$ cat src/sv/hpack_pkg.sv
// Shared definitions for the HPACK header block parser: result event codes,
// representation codes, error codes and the default integer octet limit.
// No dependencies.
`timescale 1ns / 1ps

package hpack_pkg;

	localparam int HPACK_INT_OCTET_LIMIT = 5;

	localparam int EVENT_W = 4;
	localparam int REP_W   = 2;
	localparam int NUM_W   = 32;
	localparam int OCTET_W = 8;
	localparam int ERR_W   = 2;

	typedef logic [EVENT_W-1:0] event_t;
	typedef logic [REP_W-1:0]   rep_t;
	typedef logic [ERR_W-1:0]   err_t;

	localparam event_t EV_PENDING     = 4'd0;
	localparam event_t EV_INDEXED     = 4'd1;
	localparam event_t EV_NAME_INDEX  = 4'd2;
	localparam event_t EV_NAME_LENGTH = 4'd3;
	localparam event_t EV_NAME_OCTET  = 4'd4;
	localparam event_t EV_VALUE_LEN   = 4'd5;
	localparam event_t EV_VALUE_OCTET = 4'd6;
	localparam event_t EV_SIZE_UPDATE = 4'd7;
	localparam event_t EV_ERROR       = 4'd8;

	localparam rep_t REP_INDEXED     = 2'd0;
	localparam rep_t REP_INCREMENTAL = 2'd1;
	localparam rep_t REP_WITHOUT_IDX = 2'd2;
	localparam rep_t REP_NEVER_IDX   = 2'd3;

	localparam err_t ERR_NONE       = 2'd0;
	localparam err_t ERR_INDEX_ZERO = 2'd1;
	localparam err_t ERR_OVERFLOW   = 2'd2;
	localparam err_t ERR_TRUNCATED  = 2'd3;

endpackage

$ cat src/sv/hpack_if.sv
// Stream interfaces of the HPACK header block parser: raw octets in,
// decoded events out. Depends on hpack_pkg.
`timescale 1ns / 1ps

interface hpack_octet_if;
	logic                          valid;
	logic                          ready;
	logic [hpack_pkg::OCTET_W-1:0] octet;
	logic                          block_end;

	modport source (output valid, output octet, output block_end, input ready);
	modport sink   (input valid, input octet, input block_end, output ready);
endinterface

interface hpack_event_if;
	logic                          valid;
	logic                          ready;
	hpack_pkg::event_t             event_res;
	hpack_pkg::rep_t               representation;
	logic [hpack_pkg::NUM_W-1:0]   number;
	logic [hpack_pkg::OCTET_W-1:0] octet_out;
	logic                          huffman;
	logic                          field_done;
	hpack_pkg::err_t               error_code;

	modport source (output valid, output event_res, output representation, output number,
		output octet_out, output huffman, output field_done, output error_code,
		input ready);
	modport sink   (input valid, input event_res, input representation, input number,
		input octet_out, input huffman, input field_done, input error_code,
		output ready);
endinterface

$ cat src/sv/hpack_header_block_parser.sv
// HPACK header block parser, top level: one header-block octet in, one event out.
// Depends on hpack_pkg and the stream interfaces in hpack_if.sv.
`timescale 1ns / 1ps

// The parser takes one octet of an HPACK header block per transfer on ingress
// and answers every octet with exactly one event transfer on egress, in order.
// It sustains one octet per clock cycle and registers each result: the decode
// of an octet against the parse state is a single combinational pass that
// loads both the parse state and the egress result register at the same edge.
// Ingress stays ready while the result register is empty or is being drained,
// so the only thing that slows the block is backpressure on egress.
// Events: indexed field, name index, name/value length, name/value octet
// (passed through with the Huffman flag of its string), table size update and
// error. field_done marks the octet that completes a field or size update.
// Prefixed integers may span at most INT_OCTET_LIMIT octets, prefix included,
// and must fit in 32 bits; otherwise an overflow error is reported. After an
// error the rest of the block is consumed with pending events, and parsing
// restarts at the octet after block_end. Huffman decoding and table lookups
// are left to downstream logic.
module hpack_header_block_parser #(
	parameter int INT_OCTET_LIMIT = hpack_pkg::HPACK_INT_OCTET_LIMIT
) (
	input  logic                  clk,
	input  logic                  arst_n,
	hpack_octet_if.sink           ingress,
	hpack_event_if.source         egress
);
	import hpack_pkg::*;

	// Continuation count reaches INT_OCTET_LIMIT-1; shift reaches 7 per continuation.
	localparam int CC_W  = $clog2(INT_OCTET_LIMIT);
	localparam int SH_W  = $clog2(7 * (INT_OCTET_LIMIT - 1) + 1);
	localparam int TOP_W = (7 * (INT_OCTET_LIMIT - 1) > NUM_W) ?
		7 * (INT_OCTET_LIMIT - 1) : NUM_W;
	localparam int SUM_W = TOP_W + 1;

	localparam logic [2:0] PH_REP       = 3'd0;
	localparam logic [2:0] PH_IDX_CONT  = 3'd1;
	localparam logic [2:0] PH_SIZE_CONT = 3'd2;
	localparam logic [2:0] PH_LEN_FIRST = 3'd3;
	localparam logic [2:0] PH_LEN_CONT  = 3'd4;
	localparam logic [2:0] PH_STRING    = 3'd5;
	localparam logic [2:0] PH_DRAIN     = 3'd6;

	// Parse state
	logic [2:0]       phase_q, phase_d;
	rep_t             rep_q, rep_d;
	logic [NUM_W-1:0] acc_q, acc_d;
	logic [SH_W-1:0]  shift_q, shift_d;
	logic [CC_W-1:0]  cont_q, cont_d;
	logic             huf_q, huf_d;
	logic [NUM_W-1:0] remain_q, remain_d;
	logic             in_value_q, in_value_d;

	// Result register
	logic               out_valid_q;
	event_t             event_q, ev;
	rep_t               rep_out_q, rep_out;
	logic [NUM_W-1:0]   number_q, num;
	logic [OCTET_W-1:0] octet_q, oct;
	logic               huffman_q, hf;
	logic               done_q, done;
	err_t               err_q, err;

	logic               accept;
	logic [OCTET_W-1:0] b;
	logic               last;

	// Integer decode helpers
	logic [SUM_W-1:0] addend;
	logic [SUM_W-1:0] sum;
	logic             cont_ovf;
	logic [NUM_W-1:0] prefix_val;
	logic             prefix_full;
	logic             is_size;
	rep_t             kind;
	logic             fin_idx, fin_size, fin_len, go_idle;

	assign b      = ingress.octet;
	assign last   = ingress.block_end;
	assign accept = ingress.valid && ingress.ready;

	// Take a new octet whenever the result slot is free or is being drained.
	assign ingress.ready = !out_valid_q || egress.ready;

	// Continuation octet: add 7 payload bits at the current shift.
	assign addend   = SUM_W'(b[6:0]) << shift_q;
	assign sum      = SUM_W'(acc_q) + addend;
	assign cont_ovf = (cont_q >= CC_W'(INT_OCTET_LIMIT - 1)) || (|sum[SUM_W-1:NUM_W]);

	// Classify the representation octet and pick its integer prefix.
	always_comb begin
		is_size     = 1'b0;
		kind        = REP_INDEXED;
		prefix_val  = '0;
		prefix_full = 1'b0;
		if (b[7]) begin
			kind        = REP_INDEXED;
			prefix_val  = NUM_W'(b[6:0]);
			prefix_full = &b[6:0];
		end else if (b[6]) begin
			kind        = REP_INCREMENTAL;
			prefix_val  = NUM_W'(b[5:0]);
			prefix_full = &b[5:0];
		end else if (b[5]) begin
			is_size     = 1'b1;
			kind        = REP_INDEXED;
			prefix_val  = NUM_W'(b[4:0]);
			prefix_full = &b[4:0];
		end else begin
			kind        = b[4] ? REP_NEVER_IDX : REP_WITHOUT_IDX;
			prefix_val  = NUM_W'(b[3:0]);
			prefix_full = &b[3:0];
		end
	end

	// Decode one octet against the parse state.
	always_comb begin
		phase_d    = phase_q;
		rep_d      = rep_q;
		acc_d      = acc_q;
		shift_d    = shift_q;
		cont_d     = cont_q;
		huf_d      = huf_q;
		remain_d   = remain_q;
		in_value_d = in_value_q;

		ev      = EV_PENDING;
		num     = '0;
		oct     = '0;
		hf      = 1'b0;
		done    = 1'b0;
		err     = ERR_NONE;
		rep_out = REP_INDEXED;

		fin_idx  = 1'b0;
		fin_size = 1'b0;
		fin_len  = 1'b0;
		go_idle  = 1'b0;

		unique case (phase_q)
			PH_REP: begin
				huf_d      = 1'b0;
				in_value_d = 1'b0;
				rep_d      = kind;
				acc_d      = prefix_val;
				shift_d    = '0;
				cont_d     = '0;
				if (prefix_full) begin
					phase_d = is_size ? PH_SIZE_CONT : PH_IDX_CONT;
				end else begin
					fin_size = is_size;
					fin_idx  = !is_size;
				end
			end
			PH_IDX_CONT, PH_SIZE_CONT, PH_LEN_CONT: begin
				if (cont_ovf) begin
					err = ERR_OVERFLOW;
				end else begin
					acc_d   = sum[NUM_W-1:0];
					shift_d = shift_q + SH_W'(7);
					cont_d  = cont_q + CC_W'(1);
					if (!b[7]) begin
						fin_idx  = (phase_q == PH_IDX_CONT);
						fin_size = (phase_q == PH_SIZE_CONT);
						fin_len  = (phase_q == PH_LEN_CONT);
					end
				end
			end
			PH_LEN_FIRST: begin
				huf_d   = b[7];
				acc_d   = NUM_W'(b[6:0]);
				shift_d = '0;
				cont_d  = '0;
				if (&b[6:0]) begin
					phase_d = PH_LEN_CONT;
				end else begin
					fin_len = 1'b1;
				end
			end
			PH_STRING: begin
				ev       = in_value_q ? EV_VALUE_OCTET : EV_NAME_OCTET;
				oct      = b;
				hf       = huf_q;
				remain_d = remain_q - NUM_W'(1);
				if (remain_q == NUM_W'(1)) begin
					if (in_value_q) begin
						done    = 1'b1;
						go_idle = 1'b1;
					end else begin
						in_value_d = 1'b1;
						phase_d    = PH_LEN_FIRST;
					end
				end
			end
			PH_DRAIN: begin
				go_idle = last;
			end
			default: begin
				go_idle = 1'b1;
			end
		endcase

		// Index complete: indexed field, or name index of a literal.
		if (fin_idx) begin
			if (rep_d == REP_INDEXED) begin
				if (acc_d == '0) begin
					err = ERR_INDEX_ZERO;
				end else begin
					ev      = EV_INDEXED;
					num     = acc_d;
					done    = 1'b1;
					go_idle = 1'b1;
				end
			end else begin
				if (acc_d != '0) begin
					ev  = EV_NAME_INDEX;
					num = acc_d;
				end
				in_value_d = 1'b0;
				phase_d    = PH_LEN_FIRST;
			end
		end

		if (fin_size) begin
			ev      = EV_SIZE_UPDATE;
			num     = acc_d;
			done    = 1'b1;
			go_idle = 1'b1;
		end

		// String length complete: empty strings skip the octet phase.
		if (fin_len) begin
			ev  = in_value_q ? EV_VALUE_LEN : EV_NAME_LENGTH;
			num = acc_d;
			hf  = huf_d;
			if (acc_d == '0) begin
				if (in_value_q) begin
					done    = 1'b1;
					go_idle = 1'b1;
				end else begin
					in_value_d = 1'b1;
					phase_d    = PH_LEN_FIRST;
				end
			end else begin
				remain_d = acc_d;
				phase_d  = PH_STRING;
			end
		end

		if (go_idle) begin
			phase_d    = PH_REP;
			acc_d      = '0;
			shift_d    = '0;
			cont_d     = '0;
			huf_d      = 1'b0;
			remain_d   = '0;
			in_value_d = 1'b0;
		end

		rep_out = (ev == EV_SIZE_UPDATE) ? REP_INDEXED : rep_d;

		// Block ended with a field still open.
		if (err == ERR_NONE && last && phase_d != PH_REP) begin
			err = ERR_TRUNCATED;
		end

		// Any error: report it, then drop octets up to the end of the block.
		if (err != ERR_NONE) begin
			ev         = EV_ERROR;
			num        = '0;
			oct        = '0;
			hf         = 1'b0;
			done       = 1'b0;
			phase_d    = last ? PH_REP : PH_DRAIN;
			acc_d      = '0;
			shift_d    = '0;
			cont_d     = '0;
			huf_d      = 1'b0;
			remain_d   = '0;
			in_value_d = 1'b0;
		end
	end

	// Advance the parse state on every accepted octet.
	always_ff @(posedge clk or negedge arst_n) begin
		if (!arst_n) begin
			phase_q    <= PH_REP;
			rep_q      <= REP_INDEXED;
			acc_q      <= '0;
			shift_q    <= '0;
			cont_q     <= '0;
			huf_q      <= 1'b0;
			remain_q   <= '0;
			in_value_q <= 1'b0;
		end else if (accept) begin
			phase_q    <= phase_d;
			rep_q      <= rep_d;
			acc_q      <= acc_d;
			shift_q    <= shift_d;
			cont_q     <= cont_d;
			huf_q      <= huf_d;
			remain_q   <= remain_d;
			in_value_q <= in_value_d;
		end
	end

	// Result slot valid: set by an accepted octet, cleared by an egress transfer.
	always_ff @(posedge clk or negedge arst_n) begin
		if (!arst_n) begin
			out_valid_q <= 1'b0;
		end else if (accept) begin
			out_valid_q <= 1'b1;
		end else if (egress.ready) begin
			out_valid_q <= 1'b0;
		end
	end

	// Result payload: load with each accepted octet, hold otherwise.
	always_ff @(posedge clk) begin
		if (accept) begin
			event_q   <= ev;
			rep_out_q <= rep_out;
			number_q  <= num;
			octet_q   <= oct;
			huffman_q <= hf;
			done_q    <= done;
			err_q     <= err;
		end
	end

	assign egress.valid          = out_valid_q;
	assign egress.event_res      = event_q;
	assign egress.representation = rep_out_q;
	assign egress.number         = number_q;
	assign egress.octet_out      = octet_q;
	assign egress.huffman        = huffman_q;
	assign egress.field_done     = done_q;
	assign egress.error_code     = err_q;

endmodule

$ cat src/flat_wrapper.sv
// flat-port wrapper written by rule: the top's interface ports become plain ports
module hpack_header_block_parser_flat import hpack_pkg::*;
#(
	parameter int INT_OCTET_LIMIT = hpack_pkg::HPACK_INT_OCTET_LIMIT
)
  (clk, arst_n, ingress_valid, ingress_octet, ingress_block_end, ingress_ready, egress_valid, egress_event_res, egress_representation, egress_number, egress_octet_out, egress_huffman, egress_field_done, egress_error_code, egress_ready);
  hpack_octet_if ingress_i ();
  hpack_event_if egress_i ();
  input  logic clk;
  input  logic arst_n;
  input wire logic [$bits(ingress_i.valid)-1:0] ingress_valid;
  input wire logic [$bits(ingress_i.octet)-1:0] ingress_octet;
  input wire logic [$bits(ingress_i.block_end)-1:0] ingress_block_end;
  output wire logic [$bits(ingress_i.ready)-1:0] ingress_ready;
  output wire logic [$bits(egress_i.valid)-1:0] egress_valid;
  output wire logic [$bits(egress_i.event_res)-1:0] egress_event_res;
  output wire logic [$bits(egress_i.representation)-1:0] egress_representation;
  output wire logic [$bits(egress_i.number)-1:0] egress_number;
  output wire logic [$bits(egress_i.octet_out)-1:0] egress_octet_out;
  output wire logic [$bits(egress_i.huffman)-1:0] egress_huffman;
  output wire logic [$bits(egress_i.field_done)-1:0] egress_field_done;
  output wire logic [$bits(egress_i.error_code)-1:0] egress_error_code;
  input wire logic [$bits(egress_i.ready)-1:0] egress_ready;
  assign ingress_i.valid = ingress_valid;
  assign ingress_i.octet = ingress_octet;
  assign ingress_i.block_end = ingress_block_end;
  assign ingress_ready = ingress_i.ready;
  assign egress_valid = egress_i.valid;
  assign egress_event_res = egress_i.event_res;
  assign egress_representation = egress_i.representation;
  assign egress_number = egress_i.number;
  assign egress_octet_out = egress_i.octet_out;
  assign egress_huffman = egress_i.huffman;
  assign egress_field_done = egress_i.field_done;
  assign egress_error_code = egress_i.error_code;
  assign egress_i.ready = egress_ready;
  hpack_header_block_parser #(.INT_OCTET_LIMIT(INT_OCTET_LIMIT)) u_core (.clk(clk), .arst_n(arst_n), .ingress(ingress_i), .egress(egress_i));
endmodule
$ cat config.mk
export PLATFORM = sky130hd
export DESIGN_NAME = hpack_header_block_parser_flat
export DESIGN_NICKNAME = d
export VERILOG_FILES = /design/src/sv/hpack_pkg.sv /design/src/sv/hpack_if.sv /design/src/sv/hpack_header_block_parser.sv /design/src/flat_wrapper.sv
export SDC_FILE = /design/constraint.sdc
export NUM_CORES = 1
export LEC_CHECK = 0
export ABC_AREA = 1
export BUFFER_PORTS_ARGS = -buffer_cell sky130_fd_sc_hd__buf_2
export CAP_MARGIN = 10
export CELL_PAD_IN_SITES_DETAIL_PLACEMENT = 1
export CELL_PAD_IN_SITES_GLOBAL_PLACEMENT = 2
export CORE_MARGIN = 2
export CORE_UTILIZATION = 35
export CTS_CLUSTER_SIZE = 10
export DETAILED_ROUTE_END_ITERATION = 7
export PLACE_DENSITY_LB_ADDON = 0.1
export SYNTH_ARGS = -nofsm -noshare
export SYNTH_HDL_FRONTEND = slang
export SYNTH_SLANG_ARGS = --single-unit
$ cat constraint.sdc
create_clock -name clk -period 5.3 [get_ports clk]
set_input_delay 1.325 -clock clk [delete_from_list [all_inputs] [get_ports clk]]
set_output_delay 1.325 -clock clk [all_outputs]
set_load 0.005 [all_outputs]
After elaboration in Yosys (flattened, before gate mapping)
Cells that the tools add are included.

operators by class
  add/sub/neg operators = 4
  order comparisons = 1
  eq/ne operators = 9
  shift-type cells = 1
  muxes and demuxes = 112
  bitwise gates (word level) = 1
  reduce and logical (&&, ||, !) cells = 25

operators by type and width
  operator                                                              number
  32-bit 2-to-1 mux                                                     16
  32-bit one-hot mux with 3 select lines                                1
  3-bit 2-to-1 mux                                                      16
  1-bit 2-to-1 mux                                                      47
  32-bit by 33-bit adder with 33-bit output                             1
  7-bit by 5-bit << shifter with 33-bit output                          1
  32-bit by 1-bit == test with 1-bit output, second input constant      1
  32-bit zero test                                                      1
  32-bit nonzero test                                                   1
  32-bit by 1-bit subtractor with 32-bit output, second input constant  1
  4-bit 2-to-1 mux                                                      7
  2-bit 2-to-1 mux                                                      12
  5-bit 2-to-1 mux                                                      4
  1-bit one-hot mux with 2 select lines                                 5
  5-bit one-hot mux with 2 select lines                                 1
  3-bit == test, second input constant                                  3
  3-bit one-hot mux with 3 select lines                                 1
  7-bit AND reduction                                                   1
  3-bit by 2-bit == test with 1-bit output, second input constant       2
  3-bit one-hot mux with 2 select lines                                 1
  6-bit AND reduction                                                   1
  5-bit by 3-bit adder with 5-bit output, second input constant         1
  5-bit AND reduction                                                   1
  5-bit OR reduction                                                    1
  19 further kinds                                                      26

word-level totals
  register bits = 130
  input port bits = 13
  output and inout port bits = 52
  logic and storage cells = 169

Logic depth before layout (Yosys ltp)
Gate-level depths: netlist (run 1).

  depth in word-level cells = 20
  mapped depth = 40
  gate-level depth less buffers = 38

Worst setup path after synthesis (run 1)
No wires, ideal clock.

  path type = input -> register
  start = in ingress_octet[6]
  end = reg u_core.number_q[10], in the netlist u_core.egress.number[10], data pin
  arrival = 4.968 ns
  required time = 5.032 ns
  path slack = 0.064 ns
  cell stages on the path = 34
  path buffers = 3
  path through = buf_2 inv_1 o21ai_1 o21ai_0 mux2i_1 inv_1 nor2_1 ha_1 nand2_1 inv_1 a21oi_2 nand2_2 nand2_2 nand2_2 nand2_2 nand2_1 nand2_2 inv_2 nor2_8 buf_6 nand2_1 nand3_1 nand2_2 nor2_1 nand3_1 nor2_4 nand2_4 nand2_4 nand3_4 nor2_4 nand4_2 nand2_2 buf_4 nor3_1

between the ends
  word-level cells in the longest chain between the ends = 18
  elaborated cells between the ends (all ways) = 62

RTL lines
  element                                       line                                                                source
  start: declaration                            flat_wrapper.sv:12                                                  input wire logic [$bits(ingress_i.octet)-1:0] ingress_octet;
  7-bit by 5-bit << shifter with 33-bit output  hpack_header_block_parser.sv:87                                     assign addend = SUM_W'(b[6:0]) << shift_q;
  32-bit by 33-bit adder with 33-bit output     hpack_header_block_parser.sv:88                                     assign sum = SUM_W'(acc_q) + addend;
  1-bit logical OR                              hpack_header_block_parser.sv:89                                     assign cont_ovf = (cont_q >= CC_W'(INT_OCTET_LIMIT - 1)) || (|sum[SUM_W-1:NUM_W]);
  32-bit 2-to-1 mux                             hpack_header_block_parser.sv:157                                    if (cont_ovf) begin
  32-bit one-hot mux with 3 select lines        hpack_header_block_parser.sv:141                                    unique case (phase_q)
  32-bit zero test                              hpack_header_block_parser.sv:207, hpack_header_block_parser.sv:237
  1-bit 2-to-1 mux                              hpack_header_block_parser.sv:207                                    if (acc_d == '0) begin
  1-bit 2-to-1 mux                              hpack_header_block_parser.sv:206                                    if (rep_d == REP_INDEXED) begin
  [... 2 more ...]                              --
  1-bit 2-to-1 mux                              hpack_header_block_parser.sv:238                                    if (in_value_q) begin
  1-bit 2-to-1 mux                              hpack_header_block_parser.sv:237                                    if (acc_d == '0) begin
  1-bit 2-to-1 mux                              hpack_header_block_parser.sv:233                                    if (fin_len) begin
  3-bit 2-to-1 mux                              hpack_header_block_parser.sv:251                                    if (go_idle) begin
  3-bit nonzero test                            hpack_header_block_parser.sv:264                                    if (err == ERR_NONE && last && phase_d != PH_REP) begin
  1-bit logical AND                             hpack_header_block_parser.sv:264
  2-bit 2-to-1 mux                              hpack_header_block_parser.sv:264
  2-bit nonzero test                            hpack_header_block_parser.sv:269                                    if (err != ERR_NONE) begin
  end signal: assignment                        hpack_header_block_parser.sv:324                                    number_q <= num;
  end: declaration                              hpack_header_block_parser.sv:59                                     logic [NUM_W-1:0] number_q, num;

Parallel ways exist; a longest one is shown, timed or not.
A chain may end at the register's enable or synchronous reset.

Worst setup path in the final report (run 1)
  start = in ingress_octet[3]
  end = reg u_core.acc_q[21]

between the ends
  word-level cells in the longest chain between the ends = 19
  elaborated cells between the ends (all ways) = 54

RTL lines
  element                                       line                                                                source
  7-bit by 5-bit << shifter with 33-bit output  hpack_header_block_parser.sv:87
  32-bit by 33-bit adder with 33-bit output     hpack_header_block_parser.sv:88
  1-bit logical OR                              hpack_header_block_parser.sv:89
  32-bit 2-to-1 mux                             hpack_header_block_parser.sv:157
  32-bit one-hot mux with 3 select lines        hpack_header_block_parser.sv:141
  32-bit zero test                              hpack_header_block_parser.sv:207, hpack_header_block_parser.sv:237
  1-bit 2-to-1 mux                              hpack_header_block_parser.sv:207
  1-bit 2-to-1 mux                              hpack_header_block_parser.sv:206
  [... 3 more ...]                              --
  1-bit 2-to-1 mux                              hpack_header_block_parser.sv:237
  1-bit 2-to-1 mux                              hpack_header_block_parser.sv:233
  3-bit 2-to-1 mux                              hpack_header_block_parser.sv:251
  3-bit nonzero test                            hpack_header_block_parser.sv:264
  1-bit logical AND                             hpack_header_block_parser.sv:264
  2-bit 2-to-1 mux                              hpack_header_block_parser.sv:264
  2-bit nonzero test                            hpack_header_block_parser.sv:269
  32-bit 2-to-1 mux *                           hpack_header_block_parser.sv:269
  end signal: assignment                        hpack_header_block_parser.sv:290                                    acc_q <= '0;
  end signal: assignment                        hpack_header_block_parser.sv:299                                    acc_q <= acc_d;
  end: declaration                              hpack_header_block_parser.sv:48                                     logic [NUM_W-1:0] acc_q, acc_d;

Every way passes the cells marked *; elsewhere a longest branch is shown, timed or not.

==> out/qor.csv, run 1 <==
stage,metric,value,unit
global_route,grt_pass1_vias,12700,
run_status,status,finished with violations,
routing,drt_iter0_drc,570,
die,start_util,0.353,
yosys,synth_xor_area_frac,0.0278,
routing,drtAntennaViolNets,0,
yosys,synth-compound-area-share,0.130,
power,power_density,541,nW/um^2
final_layout,area_growth,51.3,%
cts,cts.path.max_buffers,2,
worst_setup_path,cp_slowest_cell,ha_1,
placement,placedCellCount,2211,
yosys,post-synth-top-area-cell,dfrtp_1,
global_route,grt_usage,0.309,
power,finalPower,8.52,mW
routing,wl,49.2,mm
yosys,synth_top_area_frac,0.192,
cts,root_buffer,clkbuf_16,
cts,insertion_delay,0.45,ns
placement,gp_congestion,0.916,
final_layout,nFillCells,3710,
worst_setup_path,startpoint_type,input pin,
timing,hold_viol,0,
global_route,antenna_found_initial,0,
routing,post-route-drc-count,0,
die,dieWidth,176,um
timing,period_share,1.05,
final_layout,layout-drive-gt1-share,0.373,
final_layout,finalNonFillerCells,2315,
timing,fin_setup_tns,-26.92,ns
timing,fin_crit,5.59,ns
worst_setup_path,crit_required,5.59,ns
yosys,ys_types,54,
cts,clock_sinks,130,
cts,cts_hold_buffers,0,
worst_setup_path,crit_arrival,5.88,ns
min_path,hp-class,register to register,
yosys,async_reset_ff_frac,0.615,
final_layout,n_antenna_cell,0,
timing,clock_skew,0.0212,ns
timing,rsz0062_at_grt,yes,
worst_setup_path,crit_path_end_kind,register,
yosys,synthAdderAreaFrac,0.0476,
timing,maxSlewViolCount,0,
placement,io_buffers,64,
timing,max_freq,179,MHz
power,seq_power_share,0.174,
power,netSwitchingFraction,0.489,
routing,avgRoutedWirePerCell,21.3,um
global_route,grt_pass1_wl,72.9,mm
yosys,yosys_most_used_dff,dfrtp_1,
power,p_int,4.36,mW
yosys,ys_ff_latch,130,
yosys,synth_mux_area_frac,0.00192,
yosys,synth_fp_nets,1589,
yosys,synth_edf_count,50,
routing,via_count,12300,
cts,cts_tree,yes,
worst_setup_path,crit_top_cell,nand2_1,
yosys,synth-simple-area-share,0.353,
yosys,ys_seq_area_frac,0.337,
power,ir_drop,0.304,mV
power,clockPowerShare,0.145,
timing,slew_headroom,0.321,
power,comb_power_share,0.680,
yosys,syn-cell-area,10400,um^2
worst_setup_path,setup.worst_path.class,input pin to register,
yosys,yosys-top-cells-area,"dfrtp_1 (19%), edfxtp_1 (14%), nand2_1 (14%)",
yosys,synth_top_family_by_area,simple AND/OR/NAND/NOR gates,
die,die_y,176,um
yosys,yosys_warnings,0,
cts,cts_buffers,17,
global_route,grt_overflow,0,
routing,via_per_inst,5.32,
yosys,synthCells,1537,
routing,firstDrtPassIters,5,
die,fp-row-count,63,
yosys,postSynthAreaPerCell,6.77,um^2
die,coreArea,29500,um^2
final_layout,final_nets,1964,
worst_setup_path,crit_path_max_incr_delay,0.27,ns
die,dieArea,31100,um^2
die,num_io_pins,65,
timing,worst_pin_slew,1.02,ns
cts,htreeDepth,4,
cts,clk_pin_slew_worst_paths,0.07,ns
timing,timing.final.ws_setup,-0.290,ns
placement,post-dp-hpwl,34.7,mm
global_route,grt_max_degree,81,
timing,finalSetupViolations,124,
power,p_sw,4.17,mW
run_status,violations,setup timing,
run,cap_violations,0,
worst_setup_path,crit_fanout,10,
power,leakage,7.67,nW
-- state kept, by name (all words and copies together), names as in the netlist, 2 cells and up --
signal and count:
u_core.egress.error_code 2, u_core.shift_q 5, u_core.egress.representation 2, u_core.phase_q 3, u_core.egress.event_res 4, u_core.egress.number 32
u_core.cont_q 3, u_core.egress.octet_out 8, u_core.remain_q 32, u_core.acc_q 32, u_core.rep_q 2
-- metrics by stage --
step | area (um^2) | hold slack [ns] | worst slack, ns | utilization
2_1_floorplan | 10400 | 0.448 | 0.0639 | -
3_3_place_gp | 13100 | 0.467 | -0.893 | 0.443
3_5_place_dp | 13100 | 0.488 | -1.07 | 0.443
4_1_cts | 15100 | 0.504 | -0.100 | 0.511
5_1_grt | 15700 | 0.527 | -0.522 | 0.534
6_report | 15700 | 0.500 | -0.290 | 0.534
-- critical path, delay by kind of cell --
kind	cells	cell delay (ns)
mux	1	0.19
fa+ha+maj	1	0.27
compound gates	5	0.67
simple gates	18	2.10
buf+inv	10	1.30
-- Yosys cell counts, types with 7 or more instances --
master / number
nor2_1: 175
nand2_2: 11
o21ai_0: 98
a21oi_1: 67
ha_1: 38
nand2_1: 399
o21ai_1: 31
xor2_1: 30
inv_2: 18
nand4_1: 16
nand3_1: 117
clkbuf_1: 24
o22ai_1: 7
edfxtp_1: 50
nor3_1: 55
nand3_2: 15
nor4_1: 7
inv_1: 197
dfrtp_1: 80
o211ai_1: 7
-- layout make-up --
| class | instances | area (um^2) | share of cell area |
|---|---|---|---|
| repair buffers | 402 | 3260 | 0.207 |
| clock buffers | 21 | 504 | 0.0320 |
| multi-input cells | 1145 | 7060 | 0.449 |
| clock inverters | 11 | 83.8 | 0.00533 |
| flip-flops and latches | 130 | 3500 | 0.223 |
| well taps | 390 | 488 | 0.0310 |
| inverters | 216 | 833 | 0.0529 |
-- what timing repair did --
item,in CTS,in global routing
pin swaps,70,48
cloned,6,3
buffers inserted,56,11
resized for setup,224,134
endpoints found under the setup margin,125,125
endpoints found under the hold margin,0,0
-- power by group through the flow --
stage | registers [mW] | logic, mW | clock network (mW)
finish | 1.49 | 5.80 | 1.24
CTS | 1.48 | 5.03 | 1.25
floorplan | 1.43 | 2.22 | 0
detailed placement | 1.48 | 4.06 | 0
global route | 1.51 | 6.15 | 1.27
global placement | 1.48 | 4.00 | 0
-- layer usage --
| metal | vias up | global-route usage | share of wire |
|---|---|---|---|
| met1 | 6136 | 0.411 | 0.45 |
| met4 | 0 | 0.101 | 0.029 |
| li1 | 5798 | - | - |
| met2 | 294 | 0.521 | 0.48 |
| met5 | - | 0 | 0 |
| met3 | 79 | 0.0370 | 0.037 |
-- logic make-up after synthesis --
logic type	count (synthesis)
AOI/OAI and AO/OA	245
adders and majority gates	39
DFF	130
xor gates and xnor gates	33
buffers and inverters	263
and+or+nand+nor	825
muxes	2
-- worst paths after layout --
check / slack, ns / end / start / cells past startpoint
max: -0.29 / u_core.acc_q[21]$_DFFE_PN0P_ / ingress_octet[3] / 35
min: 0.50 / u_core.rep_q[0]$_DFFE_PN0P_ / u_core.rep_q[0]$_DFFE_PN0P_ / 2
max reg2reg: -0.11 / u_core.shift_q[0]$_DFFE_PN0P_ / u_core.shift_q[0]$_DFFE_PN0P_ / 39
min reg2reg: 0.50 / u_core.rep_q[0]$_DFFE_PN0P_ / u_core.rep_q[0]$_DFFE_PN0P_ / 2
max in group asynchronous: 3.33 / u_core.acc_q[7]$_DFFE_PN0P_ / arst_n / 2
min in group asynchronous: 0.99 / u_core.shift_q[4]$_DFFE_PN0P_ / arst_n / 1
-- placed cells by master (no fill, tap or decap), types with 6 or more instances in the layout --
master | synthesis | layout
dfrtp_1 | 80 | 80
o211ai_1 | 7 | 7
inv_6 | 0 | 6
edfxtp_1 | 50 | 50
nand2_1 | 399 | 349
clkbuf_16 | 0 | 23
o21ai_0 | 98 | 56
buf_6 | 6 | 17
inv_1 | 197 | 193
ha_1 | 38 | 29
nand2_4 | 5 | 7
nand3_4 | 3 | 12
a21o_1 | 6 | 6
nor3_2 | 0 | 9
o21ai_1 | 31 | 58
nor2_2 | 2 | 39
nor3_1 | 55 | 20
ha_4 | 0 | 9
nor2_1 | 175 | 127
nor3_4 | 0 | 26
nand3_1 | 117 | 101
buf_4 | 5 | 301
nor2_4 | 4 | 16
a21oi_2 | 3 | 25
nor4_1 | 7 | 6
xor2_1 | 30 | 29
buf_2 | 6 | 61
nand3_2 | 15 | 22
o22ai_1 | 7 | 6
a21oi_1 | 67 | 42
nand4_1 | 16 | 16
o21ai_2 | 1 | 16
buf_12 | 0 | 14
nand2_2 | 11 | 56
inv_2 | 18 | 18
No activity file was read; power rests on OpenSTA's default activity.
==> run 2: changes to the inputs <==
--- a/config.mk
+++ b/config.mk
@@ -11,7 +11,7 @@
 export CELL_PAD_IN_SITES_DETAIL_PLACEMENT = 1
 export CELL_PAD_IN_SITES_GLOBAL_PLACEMENT = 2
 export CORE_MARGIN = 2
-export CORE_UTILIZATION = 35
+export CORE_UTILIZATION = 30
 export CTS_CLUSTER_SIZE = 10
 export DETAILED_ROUTE_END_ITERATION = 7
 export PLACE_DENSITY_LB_ADDON = 0.1
==> run 2 against run 1 <==
  * The flow still finishes with violations (setup timing)
  * Setup slack lost 0.022 ns
  * Core utilization fell by 5.7 points
  * Clock power barely moved
  * Clock-buffer cell count grew 2
  * Critical endpoint is now u_core.shift_q[3]$_DFFE_PN0P_
  * Highest routed layer unchanged
==> out/qor.csv, run 2 (synthesis gave the netlist of run 1 again) <==
stage,metric,value,unit,change
global_route,grt_overflow,0,,unchanged
run_status,status,finished with violations,,
run,cap_violations,0,,unchanged
routing,via_count,12200,,-0.93%
worst_setup_path,cp_slowest_cell,ha_1,,
final_layout,final_nets,2005,,+2.1%
worst_setup_path,crit_path_end_kind,register,,
timing,fin_crit,5.61,ns,+0.0220 ns
timing,worst_pin_slew,1.11,ns,+0.0873 ns
cts,cts.path.max_buffers,2,,unchanged
routing,drt_iter0_drc,670,,+18%
power,ir_drop,0.369,mV,+21%
min_path,hold_start,u_core.rep_q[1]$_DFFE_PN0P_,,
final_layout,mostFrequentLayoutCells,"nand2_1 (334), buf_4 (321), inv_1 (188)",,
worst_setup_path,crit_arrival,5.99,ns,+0.11 ns
final_layout,final_area,16400,um^2,+4.2%
timing,maxSlewViolCount,0,,unchanged
global_route,grt_usage,0.272,,-0.0365
power,netSwitchingFraction,0.472,,-0.0172
power,leakage,7.99,nW,+4.2%
worst_setup_path,crit_start,ingress_octet[4],,
final_layout,regArea,3500,um^2,about the same
cts,htreeDepth,4,,unchanged
worst_setup_path,crit_top_cell,nand2_1,,
final_layout,nFillCells,4262,,+15%
routing,post-route-drc-count,0,,unchanged
routing,wl,50.5,mm,+2.6%
routing,avgRoutedWirePerCell,20.9,um,-1.9%
placement,gp_congestion,0.954,,+4.2%
timing,timing.final.ws_setup,-0.311,ns,-0.0220 ns
final_layout,area_growth,57.6,%,
timing,clock_skew,0.0124,ns,-0.00877 ns
cts,cts_buffers,17,,unchanged
worst_setup_path,rr_startpoint,u_core.shift_q[0]$_DFFE_PN0P_,,
worst_setup_path,setup.worst_path.class,input pin to register,,
timing,period_share,1.06,,+0.00414
cts,root_buffer,clkbuf_16,,
cts,clock_sinks,130,,unchanged
min_path,hp-class,register to register,,
cts,clk_pin_slew_worst_paths,0.06,ns,about the same
timing,whs,0.513,ns,+0.0131 ns
timing,slew_headroom,0.262,,-0.0593
placement,preCtsSetupSlack,-1.11,ns,-0.0350 ns
routing,firstDrtPassIters,5,,unchanged
power,p_sw,4.30,mW,+3.3%
power,comb_power_share,0.699,,+0.019
global_route,grt_pass1_wl,74.1,mm,+1.7%
timing,finalSetupViolations,121,,-2.4%
final_layout,multi_input_area,7200,um^2,+1.9%
die,num_io_pins,65,,unchanged
placement,post-dp-hpwl,37.0,mm,+6.7%
routing,via_per_inst,5.04,,-5.3%
placement,dpl_cell_area,13300,um^2,+1.7%
global_route,grt_pass1_vias,12400,,-2.8%
global_route,antenna_found_initial,0,,unchanged
timing,max_freq,178,MHz,-0.39%
final_layout,layout-drive-gt1-share,0.408,,+0.0349
die,die_y,190,um,+7.8%
die,start_util,0.303,,-0.0502
cts,cts_hold_buffers,0,,unchanged
timing,rsz0062_at_grt,yes,,
worst_setup_path,crit_path_max_incr_delay,0.30,ns,+0.03 ns
final_layout,n_antenna_cell,0,,unchanged
power,power_density,556,nW/um^2,+2.7%
die,dieArea,36200,um^2,+16%
die,coreArea,34400,um^2,+17%
worst_setup_path,startpoint_type,input pin,,
final_layout,final_common_cell,nand2_1,,
global_route,grt_max_degree,62,,-23%
placement,io_buffers,64,,unchanged
power,p_int,4.82,mW,+11%
final_layout,fin_util,0.477,,-0.0569
power,clockPowerShare,0.136,,-0.009
power,finalPower,9.12,mW,+7.0%
die,dieWidth,190,um,+7.8%
cts,insertion_delay,0.45,ns,about the same
timing,hold_viol,0,,unchanged
run_status,violations,setup timing,,
power,seq_power_share,0.165,,-0.009
die,fp-row-count,68,,+7.9%
routing,drtAntennaViolNets,0,,unchanged
cts,cts_tree,yes,,
worst_setup_path,crit_required,5.68,ns,+0.09 ns
worst_setup_path,crit_fanout,7,,-3
==> run 2: what timing repair did <==
action / CTS / global route
gates resized for setup: 213 / 220
setup endpoints to repair: 124 / 125
setup buffers: 52 / 42
pin swaps: 54 / 82
cloned: 8 / 5
==> run 2: stage by stage <==
| stage | TNS (ns) | cells |
|---|---|---|
| CTS | -10.15 | 2380 |
| floorplan | 0 | 1537 |
| global route | -58.03 | 2421 |
| global placement | -108.67 | 2292 |
| finish | -23.92 | 2421 |
| detailed placement | -115.30 | 2292 |
==> run 2: power by group through the flow <==
stage	sequential [mW]	combinational, mW	clock [mW]
global placement	1.49	4.24	0
floorplan	1.43	2.22	0
global route	1.52	6.79	1.30
finish	1.50	6.38	1.24
CTS	1.49	5.45	1.26
detailed placement	1.50	4.28	0
==> run 2: critical path: cells and delay by family <==
kind / cells / cell delay [ns]
buffers and inverters: 9 / 1.23
AOI/OAI and AO/OA: 4 / 0.48
and+or+nand+nor: 23 / 2.64
adders and majority gates: 1 / 0.30
==> run 2: path summary, 6_finish.rpt <==
kind                                                      end  slack, ns  cells after the start
worst max-delay path            u_core.shift_q[3]$_DFFE_PN0P_      -0.31                     37
worst min-delay path              u_core.rep_q[1]$_DFFE_PN0P_       0.51                      2
worst max register to register  u_core.shift_q[3]$_DFFE_PN0P_      -0.20                     39
worst min register to register    u_core.rep_q[1]$_DFFE_PN0P_       0.51                      2
max in group asynchronous         u_core.acc_q[5]$_DFFE_PN0P_       3.31                      2
min in group asynchronous       u_core.shift_q[4]$_DFFE_PN0P_       1.00                      1
==> run 2: per-layer routing <==
metal	GRT usage	wire, um	vias up
li1	-	-	5867
met1	0.384	24400	6131
met2	0.456	24400	160
met3	0.0239	1160	35
met4	0.0540	630	0
met5	0	0	-
==> run 2: area by class of cell <==
cell class,count,area share
Multi-Input combinational cell,1146,0.439
Tap cell,455,0.0347
Clock inverter,9,0.00572
Timing Repair Buffer,442,0.224
Clock buffer,23,0.0317
Sequential cell,130,0.214
Inverter,216,0.0509
==> run 3: changes to the inputs <==
--- a/config.mk
+++ b/config.mk
@@ -15,6 +15,7 @@
 export CTS_CLUSTER_SIZE = 10
 export DETAILED_ROUTE_END_ITERATION = 7
 export PLACE_DENSITY_LB_ADDON = 0.1
+export SETUP_SLACK_MARGIN = 0.2
 export SYNTH_ARGS = -nofsm -noshare
 export SYNTH_HDL_FRONTEND = slang
 export SYNTH_SLANG_ARGS = --single-unit
==> constraint.sdc (replaced) <==
create_clock -name clk -period 5.3 [get_ports clk]
set_input_delay 0.265 -clock clk [delete_from_list [all_inputs] [get_ports clk]]
set_output_delay 0.265 -clock clk [all_outputs]
set_load 0.005 [all_outputs]
==> run 3 against run 2 <==
  * The flow now finishes without violations
  * Non-clock buffer count down 177
  * Die area unchanged
  * Hold slack worse by 0.41 ns
  * Core utilization down 5.7 points
  * Combinational power down 26%
  * Register-to-register slack better by 0.48 ns
  * Critical path depth down 2
  * Setup slack better by 0.59 ns
  * Largest cell class unchanged
==> out/qor.csv, run 3 (synthesis gave the netlist of run 1 again) <==
stage,metric,value,unit,change
routing,drtAntennaViolNets,0,,unchanged
power,seq_power_share,0.201,,+0.036
worst_setup_path,crit_path_max_incr_delay,0.46,ns,+0.16 ns
die,dieArea,36200,um^2,unchanged
worst_setup_path,crit_path_end_kind,register,,
power,p_int,3.80,mW,-21%
timing,max_freq,199,MHz,+12%
routing,firstDrtPassIters,5,,unchanged
power,p_sw,3.59,mW,-17%
placement,dpl_cell_area,12300,um^2,-7.5%
worst_setup_path,ff2ff_setup_slack,0.28,ns,+0.48 ns
power,ir_drop,0.301,mV,-18%
run,cap_violations,0,,unchanged
final_layout,fin_util,0.420,,-0.0571
global_route,grt_overflow,0,,unchanged
timing,clock_skew,0.00948,ns,-0.00290 ns
timing,hold_viol,0,,unchanged
cts,htreeDepth,4,,unchanged
worst_setup_path,r2r-end,u_core.egress.number[18]$_SDFFCE_PN0P_,,
cts,root_buffer,clkbuf_16,,
placement,placedCellCount,2159,,-5.8%
worst_setup_path,crit_top_cell,nand2_2,,
min_path,min_delay_path_depth,4,,+2
final_layout,nFillCells,4285,,+0.54%
final_layout,final_area,14400,um^2,-12%
min_path,hold_start,egress_ready,,
routing,via_count,11300,,-7.2%
routing,avgRoutedWirePerCell,20.7,um,-0.84%
power,comb_power_share,0.641,,-0.058
placement,io_buffers,64,,unchanged
min_path,hp-class,input pin to register,,
final_layout,multi_input_area,6870,um^2,-4.6%
worst_setup_path,crit_arrival,5.23,ns,-0.76 ns
die,fp-row-count,68,,unchanged
cts,clk_pin_slew_worst_paths,0.06,ns,about the same
worst_setup_path,rr_startpoint,u_core.shift_q[0]$_DFFE_PN0P_,,
final_layout,layout-drive-gt1-share,0.311,,-0.0971
power,clockPowerShare,0.157,,+0.021
final_layout,area_growth,38.7,%,
die,coreArea,34400,um^2,unchanged
routing,wl,46.4,mm,-8.1%
final_layout,n_antenna_cell,0,,unchanged
global_route,grt_pass1_vias,11300,,-8.2%
timing,maxSlewViolCount,0,,unchanged
min_path,hold_end,u_core.egress.valid$_DFFE_PN0P_,,
final_layout,regArea,3510,um^2,about the same
timing,worst_pin_slew,0.902,ns,-0.203 ns
cts,insertion_delay,0.46,ns,about the same
timing,fin_crit,5.02,ns,-0.592 ns
global_route,antenna_found_initial,1,,+1
final_layout,mostFrequentLayoutCells,"nand2_1 (336), inv_1 (190), buf_4 (172)",,
placement,gp_congestion,0.894,,-6.3%
routing,post-route-drc-count,0,,unchanged
power,power_density,512,nW/um^2,-8.0%
global_route,grt_max_degree,76,,+23%
worst_setup_path,crit_family,simple AND/OR/NAND/NOR gates,,
placement,preCtsSetupSlack,-0.470,ns,+0.638 ns
worst_setup_path,crit_required,5.51,ns,-0.17 ns
die,start_util,0.303,,unchanged
routing,via_per_inst,5.04,,about the same
final_layout,finalNonFillerCells,2244,,-7.3%
cts,cts.path.max_buffers,2,,unchanged
cts,cts_tree,yes,,
global_route,grt_usage,0.255,,-0.0171
cts,cts_buffers,17,,unchanged
die,dieWidth,190,um,unchanged
die,die_y,190,um,unchanged
worst_setup_path,crit_fanout,6,,-1
worst_setup_path,cp_num_buf_inv,8,,-1
worst_setup_path,cp_slowest_cell,dfrtp_2,,
routing,drt_iter0_drc,621,,-7.3%
run_status,status,finished clean,,
timing,slew_headroom,0.398,,+0.137
worst_setup_path,worst-r2r-cell-count,35,,-10%
timing,rsz0062_at_grt,yes,,
timing,finalSetupViolations,0,,-100%
timing,period_share,0.947,,-0.112
final_layout,final_nets,1828,,-8.8%
final_layout,final_common_cell,nand2_1,,
timing,fin_setup_tns,0,ns,+23.92 ns
die,num_io_pins,65,,unchanged
power,netSwitchingFraction,0.486,,+0.0144
power,leakage,6.87,nW,-14%
cts,clock_sinks,130,,unchanged
timing,timing.final.ws_setup,0.280,ns,+0.592 ns
placement,post-dp-hpwl,35.6,mm,-3.9%
worst_setup_path,startpoint_type,register,,
worst_setup_path,setup.worst_path.class,register to register,,
global_route,grt_pass1_wl,68.8,mm,-7.2%
-- run 3: power groups by stage --
stage          Sequential (mW)  Combinational, mW  Clock, mW
2_1_floorplan             1.43               2.22          0
3_3_place_gp              1.48               3.92          0
3_5_place_dp              1.49               3.94          0
4_1_cts                   1.47               4.22       1.20
5_1_grt                   1.51               5.14       1.23
6_report                  1.49               4.74       1.16
-- run 3: worst max-delay path by stage --
stage,start,endpoint,slack [ns],depth (start not counted)
detailed placement,u_core.shift_q[0]$_DFFE_PN0P_,u_core.egress.number[9]$_SDFFCE_PN0P_,-0.47,27
CTS,u_core.shift_q[0]$_DFFE_PN0P_,u_core.egress.number[7]$_SDFFCE_PN0P_,0.20,33
global route,u_core.shift_q[0]$_DFFE_PN0P_,u_core.egress.number[11]$_SDFFCE_PN0P_,0.05,37
floorplan,u_core.shift_q[0]$_DFFE_PN0P_,u_core.egress.number[10]$_SDFFCE_PN0P_,0.86,34
finish,u_core.shift_q[0]$_DFFE_PN0P_,u_core.egress.number[18]$_SDFFCE_PN0P_,0.28,35
global placement,u_core.shift_q[0]$_DFFE_PN0P_,u_core.egress.number[9]$_SDFFCE_PN0P_,-0.42,27
-- run 3: area by class of cell --
class | count | area share
clock buffer | 18 | 0.0297
multi-input combinational | 1146 | 0.476
tap | 455 | 0.0394
sequential | 130 | 0.243
timing repair buffer | 265 | 0.146
inverter | 216 | 0.0573
clock inverter | 14 | 0.00910
-- run 3: layer usage --
layer,vias up,GRT usage,share of wire
li1,5519,-,-
met1,5575,0.352,0.47
met2,172,0.413,0.47
met3,45,0.0386,0.038
met4,0,0.0760,0.024
met5,-,0,0
-- run 3: timing repair --
action | in CTS | in global routing
resized for setup | 52 | 223
cloned | 3 | 3
hold endpoints to repair | 26 | 0
endpoints found under the setup margin | 124 | 124
pin swaps | 4 | 78
buffers inserted | 8 | 38
hold buffers | 1 | 0
-- run 3: worst register-to-register path, delay by kind of cell, from the launching register on --
family | cells | cell delay [ns]
AOI/OAI and AO/OA | 4 | 0.78
adders and majority gates | 1 | 0.29
buffers and inverters | 8 | 1.07
DFF | 1 | 0.46
and+or+nand+nor | 22 | 2.19
-- run 3: through the flow --
stage                     power [mW]  hold slack (ns)
after floorplan                 3.65          -0.0306
after global placement          5.41            0.279
after detailed placement        5.43            0.283
after CTS                       6.89           0.0800
after global routing            7.89            0.105
final                           7.39           0.0999
